File: config.mk
export PLATFORM = sky130hd
export DESIGN_NAME = idll_ctrl
export DESIGN_NICKNAME = d
export VERILOG_FILES = /design/src/idll_pkg.sv /design/src/idll_ctrl.sv
export SDC_FILE = /design/constraint.sdc
export NUM_CORES = 1
export LEC_CHECK = 0
export BUFFER_PORTS_ARGS = -buffer_cell sky130_fd_sc_hd__clkbuf_2
export CAP_MARGIN = 20
export CORE_ASPECT_RATIO = 1.1
export CORE_MARGIN = 4
export CORE_UTILIZATION = 55
export CTS_CLUSTER_DIAMETER = 40
export CTS_CLUSTER_SIZE = 8
export DETAILED_ROUTE_END_ITERATION = 12
export HOLD_SLACK_MARGIN = 0.15
export MAX_ROUTING_LAYER = met4
export PLACE_DENSITY_LB_ADDON = 0.25
export SLEW_MARGIN = 40
export SYNTH_ARGS = -nofsm -noshare
export SYNTH_HDL_FRONTEND = slang
export SYNTH_SLANG_ARGS = --single-unit
File: constraint.sdc
create_clock -name clk -period 5.4 [get_ports clk]
set_clock_uncertainty 0.15 [all_clocks]
set_input_delay 0.27 -clock clk [delete_from_list [all_inputs] [get_ports clk]]
set_output_delay 0.27 -clock clk [all_outputs]
set_load 0.02 [all_outputs]
File: src/idll_pkg.sv
// Shared types, codes and constants of the indexed doubly linked list.
package idll_pkg;

  // Node ids are 11 bits wide; id 0 means "none"
  localparam int ID_W      = 11;
  localparam int ID_MAX    = (1 << ID_W) - 1;
  localparam int NODES_DEF = 1024;

  typedef logic [ID_W-1:0] id_t;

  // Mode codes of an input word
  localparam logic MODE_INSERT = 1'b0;
  localparam logic MODE_WALK   = 1'b1;

  typedef enum logic [1:0] {
    ST_OK       = 2'd0,
    ST_NO_ANCHOR = 2'd1,
    ST_BAD_NEW  = 2'd2,
    ST_NO_QUERY = 2'd3
  } status_t;

  typedef enum logic [1:0] {
    S_CLEAR,
    S_IDLE,
    S_LOOK,
    S_COMMIT
  } state_t;

  // Entry of the successor store: membership bit packed with the link
  typedef struct packed {
    logic listed;
    id_t  nxt;
  } nlink_t;

  // Read request: both stores at the anchor, successor store at the new id
  typedef struct packed {
    logic en;
    id_t  a_id;
    id_t  b_id;
  } rd_req_t;

  typedef struct packed {
    nlink_t n_a;
    nlink_t n_b;
    id_t    p_a;
  } rd_data_t;

  // One write to each store per cycle
  typedef struct packed {
    logic   n_en;
    id_t    n_addr;
    nlink_t n_data;
    logic   p_en;
    id_t    p_addr;
    id_t    p_data;
  } wr_t;

endpackage

File: src/idll_ctrl.sv
// Sequencer: clearing pass, checks, link updates and the result register.
module idll_ctrl #(
  parameter int NODES = idll_pkg::NODES_DEF,
  parameter int DEPTH = idll_pkg::NODES_DEF + 1
) (
  input  logic                clk,
  input  logic                rst_n,
  input  logic                in_valid,
  output logic                in_stall,
  input  logic                in_mode,
  input  idll_pkg::id_t       in_new_node,
  input  idll_pkg::id_t       in_anchor_node,
  input  logic                in_insert_after,
  output logic                out_valid,
  input  logic                out_stall,
  output logic [1:0]          out_status,
  output idll_pkg::id_t       out_next_node,
  output idll_pkg::rd_req_t   rd_req,
  output idll_pkg::wr_t       wr,
  input  idll_pkg::rd_data_t  rd_data
);
  import idll_pkg::*;

  localparam int AW = $clog2(DEPTH);

  state_t state_r, state_nxt;
  logic [AW-1:0] cnt_r;

  // Captured input word
  logic mode_r;
  id_t  nw_r;
  id_t  anc_r;
  logic after_r;

  id_t  first_r;
  id_t  nb_r;
  logic nb_ok_r;

  logic    out_valid_r;
  status_t out_status_r;
  id_t     out_next_r;

  logic    in_fire;
  logic    out_free;
  logic    load;
  logic    anc_ok;
  logic    nw_ok;
  logic    ins_ok;
  id_t     nb;
  logic    nb_ok;
  status_t res_status;
  id_t     res_next;

  // Id lies in 1..NODES
  function automatic logic id_in_range(input id_t id);
    return (id != '0) && (32'(id) <= NODES);
  endfunction

  assign in_stall = (state_r != S_IDLE);
  assign in_fire  = in_valid && !in_stall;
  assign out_free = !out_valid_r || !out_stall;

  // Checks on the registered read data
  always_comb begin
    anc_ok = id_in_range(anc_r) && rd_data.n_a.listed;
    nw_ok  = id_in_range(nw_r) && !rd_data.n_b.listed;
    nb     = after_r ? rd_data.n_a.nxt : rd_data.p_a;
    nb_ok  = id_in_range(nb);
    ins_ok = (mode_r == MODE_INSERT) && anc_ok && nw_ok;
    res_next = '0;
    if (mode_r == MODE_WALK) begin
      if (anc_r == '0) begin
        res_status = ST_OK;
        res_next   = first_r;
      end else if (anc_ok) begin
        res_status = ST_OK;
        res_next   = rd_data.n_a.nxt;
      end else begin
        res_status = ST_NO_QUERY;
      end
    end else if (!anc_ok) begin
      res_status = ST_NO_ANCHOR;
    end else if (!nw_ok) begin
      res_status = ST_BAD_NEW;
    end else begin
      res_status = ST_OK;
    end
  end

  // Next state
  always_comb begin
    state_nxt = state_r;
    case (state_r)
      S_CLEAR: begin
        if (cnt_r == AW'(DEPTH - 1)) begin
          state_nxt = S_IDLE;
        end
      end
      S_IDLE: begin
        if (in_fire) begin
          state_nxt = S_LOOK;
        end
      end
      S_LOOK: begin
        if (out_free) begin
          state_nxt = ins_ok ? S_COMMIT : S_IDLE;
        end
      end
      S_COMMIT: state_nxt = S_IDLE;
      default:  state_nxt = S_CLEAR;
    endcase
  end

  // Memory ports and result load
  always_comb begin
    rd_req.en   = in_fire;
    rd_req.a_id = id_in_range(in_anchor_node) ? in_anchor_node : '0;
    rd_req.b_id = id_in_range(in_new_node) ? in_new_node : '0;
    wr   = '0;
    load = 1'b0;
    case (state_r)
      S_CLEAR: begin
        // only node 1 is listed after reset, with no neighbours
        wr.n_en          = 1'b1;
        wr.n_addr        = ID_W'(cnt_r);
        wr.n_data.listed = (cnt_r == AW'(1));
        wr.n_data.nxt    = '0;
        wr.p_en          = 1'b1;
        wr.p_addr        = ID_W'(cnt_r);
        wr.p_data        = '0;
      end
      S_LOOK: begin
        load = out_free;
        if (out_free && ins_ok) begin
          // links of the new node
          wr.n_en          = 1'b1;
          wr.n_addr        = nw_r;
          wr.n_data.listed = 1'b1;
          wr.n_data.nxt    = after_r ? nb : anc_r;
          wr.p_en          = 1'b1;
          wr.p_addr        = nw_r;
          wr.p_data        = after_r ? anc_r : nb;
        end
      end
      S_COMMIT: begin
        // relink anchor and old neighbour to the new node
        wr.n_data.listed = 1'b1;
        wr.n_data.nxt    = nw_r;
        wr.p_data        = nw_r;
        if (after_r) begin
          wr.n_en   = 1'b1;
          wr.n_addr = anc_r;
          wr.p_en   = nb_ok_r;
          wr.p_addr = nb_r;
        end else begin
          wr.p_en   = 1'b1;
          wr.p_addr = anc_r;
          wr.n_en   = nb_ok_r;
          wr.n_addr = nb_r;
        end
      end
      default: begin
      end
    endcase
  end

  // Control registers
  always_ff @(posedge clk) begin
    if (!rst_n) begin
      state_r     <= S_CLEAR;
      cnt_r       <= '0;
      first_r     <= ID_W'(1);
      out_valid_r <= 1'b0;
    end else begin
      state_r <= state_nxt;
      if (state_r == S_CLEAR) begin
        cnt_r <= cnt_r + AW'(1);
      end
      // new node placed before the head becomes the head
      if (load && ins_ok && !nb_ok && !after_r) begin
        first_r <= nw_r;
      end
      if (load) begin
        out_valid_r <= 1'b1;
      end else if (!out_stall) begin
        out_valid_r <= 1'b0;
      end
    end
  end

  // Payload registers
  always_ff @(posedge clk) begin
    if (in_fire) begin
      mode_r  <= in_mode;
      nw_r    <= in_new_node;
      anc_r   <= in_anchor_node;
      after_r <= in_insert_after;
    end
    if (load) begin
      nb_r         <= nb;
      nb_ok_r      <= nb_ok;
      out_status_r <= res_status;
      out_next_r   <= res_next;
    end
  end

  assign out_valid     = out_valid_r;
  assign out_status    = out_status_r;
  assign out_next_node = out_next_r;

endmodule

==> out/results.tsv, run 1 <==
metric	value	unit
Final period util	0.5902	
number of port buffers	136	
status	finished clean	
Ports	148	
antenna violations before repair	0	
Post-Syn Nets	567	
Worst Tran Pin Value	676.2	ps
largest net degree at the start of global routing	70	
H-Tree Level Count	3	
CTS buffer count	9	
Routed WL	13.39	mm
Worst-Skew Late Latency	350	ps
fin. max-slew vios	0	
First-pass DRT Iterations	5	
Initial Util	0.5654	
asr flop ratio synth	0	
top post-synthesis cells by area	edfxtp_1, dfxtp_1, nor2b_1	
crit path from	anc_r[6]	
Cell Count, Final, Fillers Out	763	
via-per-instance ratio	5.718	
Remaining Overflow, GRT	0	
Syn Area/Cell	9.069	um^2
Seq/Total Area, Yosys	0.4384	
Fill cells	612	
crit path time final	3187	ps
Worst EP required	4980	ps
max_cap viols	0	
layout cells sized above 1	0.2672	
endpoints failing setup	0	
Max-Slew Margin vs Limit	0.5492	
per-cell routed wire length	17.55	um
share of Yosys cell area claimed by the top area cell type	0.3271	
diodes inserted	0	
# DRC	0	
nets	721	
Sum Neg Setup Slack	0	ps
Yosys Warn Count	0	
die height	102.9	um
Post-synth EDFFs	49	
Hold WS	161.2	ps
met3 Usage GRT	0.04964	
crit path kind	reg2out	
Syn-to-layout area delta	27.51	%
RSZ-0062 raised after global routing	no	
CP Data Arrival Time	2770	ps
core area	7955	um^2
pre-CTS setup slack	2624	ps
Rows	34	
Distinct cells, synth	47	
clk buf depth	2	
grt met2 use	0.4667	
CTS resizes	0	
CP Launch Type	flop	
final core utilization	0.7210	
cell area power density	219.3	nW/um^2
Final WS setup	2213	ps
nature of the critical path endpoint	output port	
Post-synth top flop	edfxtp_1	
GR Util All Layers	0.2851	
Cells after Synth	496	
total number of vias	4363	
ANT nets after route	0	
Root Driver	clkbuf_8	
first-pass GRT wire length	20.56	mm
Post-Syn Area	4498	um^2
GR Util met1	0.3585	
FMAX	313.8	MHz
DRT iter0 DRCs	529	
full die area	9691	um^2
final-report hold violation count	0	
worst hold path type	in2reg	
vias in the first global route	4163	
worst vdd ir	0.1520	mV
Reg-to-Reg Start	after_r	
Detail Placement HPWL	9.598	mm
clk sinks	74	
P_leak	2.292	nW
worst hold start	in_anchor_node[10]	
Synth area leader	edfxtp_1	
placed cell count	711	
TritonCTS clock tree	yes	
routability congestion estimate	0.8309	
synthesized flop and latch total	74	
Max FO, Critical Path	36	
clk slew on worst S/H paths	80	ps
Die Wd	94.23	um
GR peak layer	met2	
==> layer usage <==
metal	vias up	wire length, um
li1	2068	-
met1	2072	5370
met2	201	6782
met3	22	998
met4	0	240
met5	-	0
==> per-stage QoR <==
step                total power [mW]  cell area (um^2)
floorplan                     0.7499              4498
global placement              0.8161              5182
detailed placement            0.8213              5186
CTS                            1.258              5736
global route                   1.305              5736
finish                         1.258              5736
==> final timing paths <==
kind	endpoint	slack, ps	cells after the start
max	wr[1]	2210	7
min	anc_r[10]	160	1
max reg2reg	first_r[8]	2700	7
min reg2reg	first_r[5]	310	2
==> critical path, cell delays in order, from the launching register on <==
cell and delay, ps:
edfxtp_1 440, nor4_4 420, a31oi_1 200, nor2_1 210, and4_4 510, o21ai_0 170
a21oi_1 250, clkbuf_2 210
==> placed cells by master (no fill, tap or decap), drive strengths merged, types with 4 or more instances in the layout <==
cell,count
a31oi,26
inv,10
and4,4
ha,8
and2,42
and3,5
clkbuf,149
dfxtp,25
nand2,68
dlygate4sd3,36
nor2,12
nor4,12
nor2b,56
mux2i,12
a21oi,24
a22o,11
xnor2,7
o21ai,54
or2,11
edfxtp,49
==> power by group <==
part           switching, mW  leakage (nW)  internal, mW
Clock                  0.198        0.0974         0.225
Combinational          0.120          1.55        0.0838
Sequential            0.0158         0.644         0.615
==> cell families (layout without fill, tap and decap cells) <==
logic type	Yosys count	count (layout)	synth area share
fa+ha+maj	8	8	0.02225
simple gates	225	225	0.2851
xor+xnor	9	9	0.01753
buf+inv	42	201	0.04256
mux	13	13	0.02921
compound gates	125	125	0.1650
flops	74	74	0.4384
==> state kept, by name (all words and copies together), names as in the netlist <==
name	count
anc_r	11
cnt_r	11
first_r	11
nb_r	11
nw_r	11
out_next_node	11
out_status	2
state_r	2
after_r	1
mode_r	1
nb_ok_r	1
out_valid	1
==> what timing repair did <==
item | in CTS | in global routing
hold endpoints to repair | 36 | 0
hold buffers | 36 | 0
setup buffers | 0 | 0
==> synthesized netlist by cell type, types with 11 or more instances <==
| master | instances |
|---|---|
| clkbuf_1 | 25 |
| dfxtp_1 | 25 |
| o21ai_0 | 54 |
| mux2i_1 | 12 |
| nand2_1 | 68 |
| a31oi_1 | 26 |
| and2_1 | 42 |
| a22o_1 | 11 |
| a21oi_1 | 23 |
| nor2b_1 | 56 |
| edfxtp_1 | 49 |
| nor2_1 | 12 |
==> final cells by class <==
type	count	area (um^2)	area share
clock buffer	13	148.9	0.02596
tap	108	135.1	0.02356
multi-input combinational	380	2338	0.4077
timing repair buffer	175	1064	0.1854
sequential	74	1972	0.3438
clock inverter	3	40.04	0.006981
inverter	10	37.54	0.006545
No activity file was read; power rests on OpenSTA's default activity.
==> run 2: changes to the inputs <==
--- a/config.mk
+++ b/config.mk
@@ -9,7 +9,7 @@
 export CAP_MARGIN = 20
 export CORE_ASPECT_RATIO = 1.1
 export CORE_MARGIN = 4
-export CORE_UTILIZATION = 55
+export CORE_UTILIZATION = 51
 export CTS_CLUSTER_DIAMETER = 40
 export CTS_CLUSTER_SIZE = 8
 export DETAILED_ROUTE_END_ITERATION = 12
==> constraint.sdc (replaced) <==
create_clock -name clk -period 3.23 [get_ports clk]
set_clock_uncertainty 0.15 [all_clocks]
set_input_delay 0.1615 -clock clk [delete_from_list [all_inputs] [get_ports clk]]
set_output_delay 0.1615 -clock clk [all_outputs]
set_load 0.02 [all_outputs]
==> run 2 against run 1 <==
Worst setup slack got worse by 2000 ps. Critical endpoint is now wr[11]. Global-route usage decreased by 2.2 points. Combinational power rose by 74%. Cell area up 1.4%. Critical path depth unchanged. Register-to-register slack worse by 2100 ps. Sequential cell count did not move. Power increased by 60%. Clock power grew 44%. Hold slack worse by 2.9 ps. Non-clock buffer count grew 12.
==> out/results.tsv, run 2 (synthesis results as in run 1) <==
metric	value	unit	change
status	finished clean		
GR Util All Layers	0.2627		-0.02238
Final WS setup	182.3	ps	-2031 ps
Hold WS	158.3	ps	-2.886 ps
endpoints failing setup	0		unchanged
diodes inserted	0		unchanged
Syn-to-layout area delta	29.35	%	
Worst Tran Pin Value	697.2	ps	+21.00 ps
ANT nets after route	0		unchanged
antenna violations before repair	0		unchanged
max_cap viols	0		unchanged
crit path kind	reg2out		
nature of the critical path endpoint	output port		
vias in the first global route	4305		+3.4%
H-Tree Level Count	3		unchanged
Worst EP required	2920	ps	-2060 ps
clk sinks	74		unchanged
Ports	148		unchanged
FMAX	328.1	MHz	
DRT iter0 DRCs	334		-37%
TritonCTS clock tree	yes		
fin. max-slew vios	0		unchanged
final-report hold violation count	0		unchanged
Worst-Skew Late Latency	340	ps	about the same
# DRC	0		unchanged
routability congestion estimate	0.8442		+1.6%
number of port buffers	136		unchanged
P_leak	2.330	nW	+1.7%
clk slew on worst S/H paths	80	ps	about the same
CTS resizes	0		unchanged
Root Driver	clkbuf_8		
worst vdd ir	0.3206	mV	+110%
Die Wd	97.54	um	+3.5%
pre-CTS setup slack	609.6	ps	-2015 ps
CP Data Arrival Time	2740	ps	-30 ps
commonest non-fill, non-tap cells in the layout	clkbuf_2, nand2_1, nor2b_1		
multi-input logic area	2337	um^2	about the same
Fill cells	658		+7.5%
Routed WL	13.56	mm	+1.2%
full die area	10390	um^2	+7.2%
die height	106.5	um	+3.5%
Initial Util	0.5295		-0.03597
most common cell after layout, fill and taps aside	clkbuf_2		
cell area power density	346.8	nW/um^2	+58%
crit path time final	3048	ps	
fin area	5818	um^2	+1.4%
Remaining Overflow, GRT	0		unchanged
total number of vias	4414		+1.2%
First-pass DRT Iterations	5		unchanged
Max FO, Critical Path	36		unchanged
clk buf depth	2		unchanged
via-per-instance ratio	5.674		-0.78%
worst hold path type	in2reg		
CTS buffer count	9		unchanged
nets	733		+1.7%
Tot Pwr	2.018	mW	+60%
core area	8496	um^2	+6.8%
Detail Placement HPWL	9.750	mm	+1.6%
Rows	35		+2.9%
largest net degree at the start of global routing	60		-14%
placed instance area	5204	um^2	+0.34%
Sum Neg Setup Slack	0	ps	unchanged
FF/Latch Area	1972	um^2	unchanged
RSZ-0062 raised after global routing	no		
layout cells sized above 1	0.2624		-0.004807
postcts setup bufs	0		unchanged
Final period util	0.9436		
CTS Hold Bufs	46		+28%
per-cell routed wire length	17.43	um	-0.71%
first-pass GRT wire length	21.34	mm	+3.8%
CP Launch Type	flop		
Max-Slew Margin vs Limit	0.5352		-0.01400
==> run 2: changes by cell type in the layout (fill, tap and decap cells not counted) <==
cell,previous run,this run
buf_4,3,5
and2_1,41,42
and2_2,1,0
clkinv_2,2,3
clkbuf_8,10,9
bufinv_16,1,0
clkinv_1,0,1
dlygate4sd3_1,36,46
==> run 2: power breakdown <==
group / total, mW / internal, mW / switching (mW)
Combinational: 0.353 / 0.149 / 0.203
Sequential: 1.05 / 1.03 / 0.0271
Clock: 0.611 / 0.274 / 0.337
==> run 2: path summary, 6_finish.rpt <==
| kind | start | slack [ps] | end | cells past startpoint |
|---|---|---|---|---|
| min | rd_data[9] | 160 | nb_r[9] | 3 |
| min reg2reg | first_r[3] | 310 | first_r[3] | 2 |
| max | nw_r[6] | 180 | wr[11] | 7 |
| max reg2reg | nw_r[6] | 630 | first_r[4] | 6 |
==> run 2: critical path, cell delays in order (launching register included) <==
cell and delay [ps]:
edfxtp_1 500, nor4_4 360, nand4_1 160, a21oi_2 220
and4_4 500, nand2_1 130, a31oi_1 280, clkbuf_2 230
==> run 2: per-layer routing <==
metal	vias up	routed length (um)	global-route usage
met2	214	6687	0.4388
met1	2074	5668	0.3358
li1	2087	-	-
met4	0	322	0.08309
met3	39	881	0.03084
met5	-	0	-
==> run 2: stage by stage <==
stage,util,cells
6_report,0.6848,778
5_1_grt,0.6848,778
4_1_cts,0.6848,778
3_5_place_dp,0.6125,716
3_3_place_gp,0.6122,716
2_1_floorplan,-,496
==> run 2: cell type report <==
class                           count  area share
Inverter                           10    0.006452
Clock inverter                      4    0.003226
Multi-Input combinational cell    380      0.4017
Clock buffer                       12     0.02323
Sequential cell                    74      0.3389
Tap cell                          111     0.02387
Timing Repair Buffer              187      0.2026
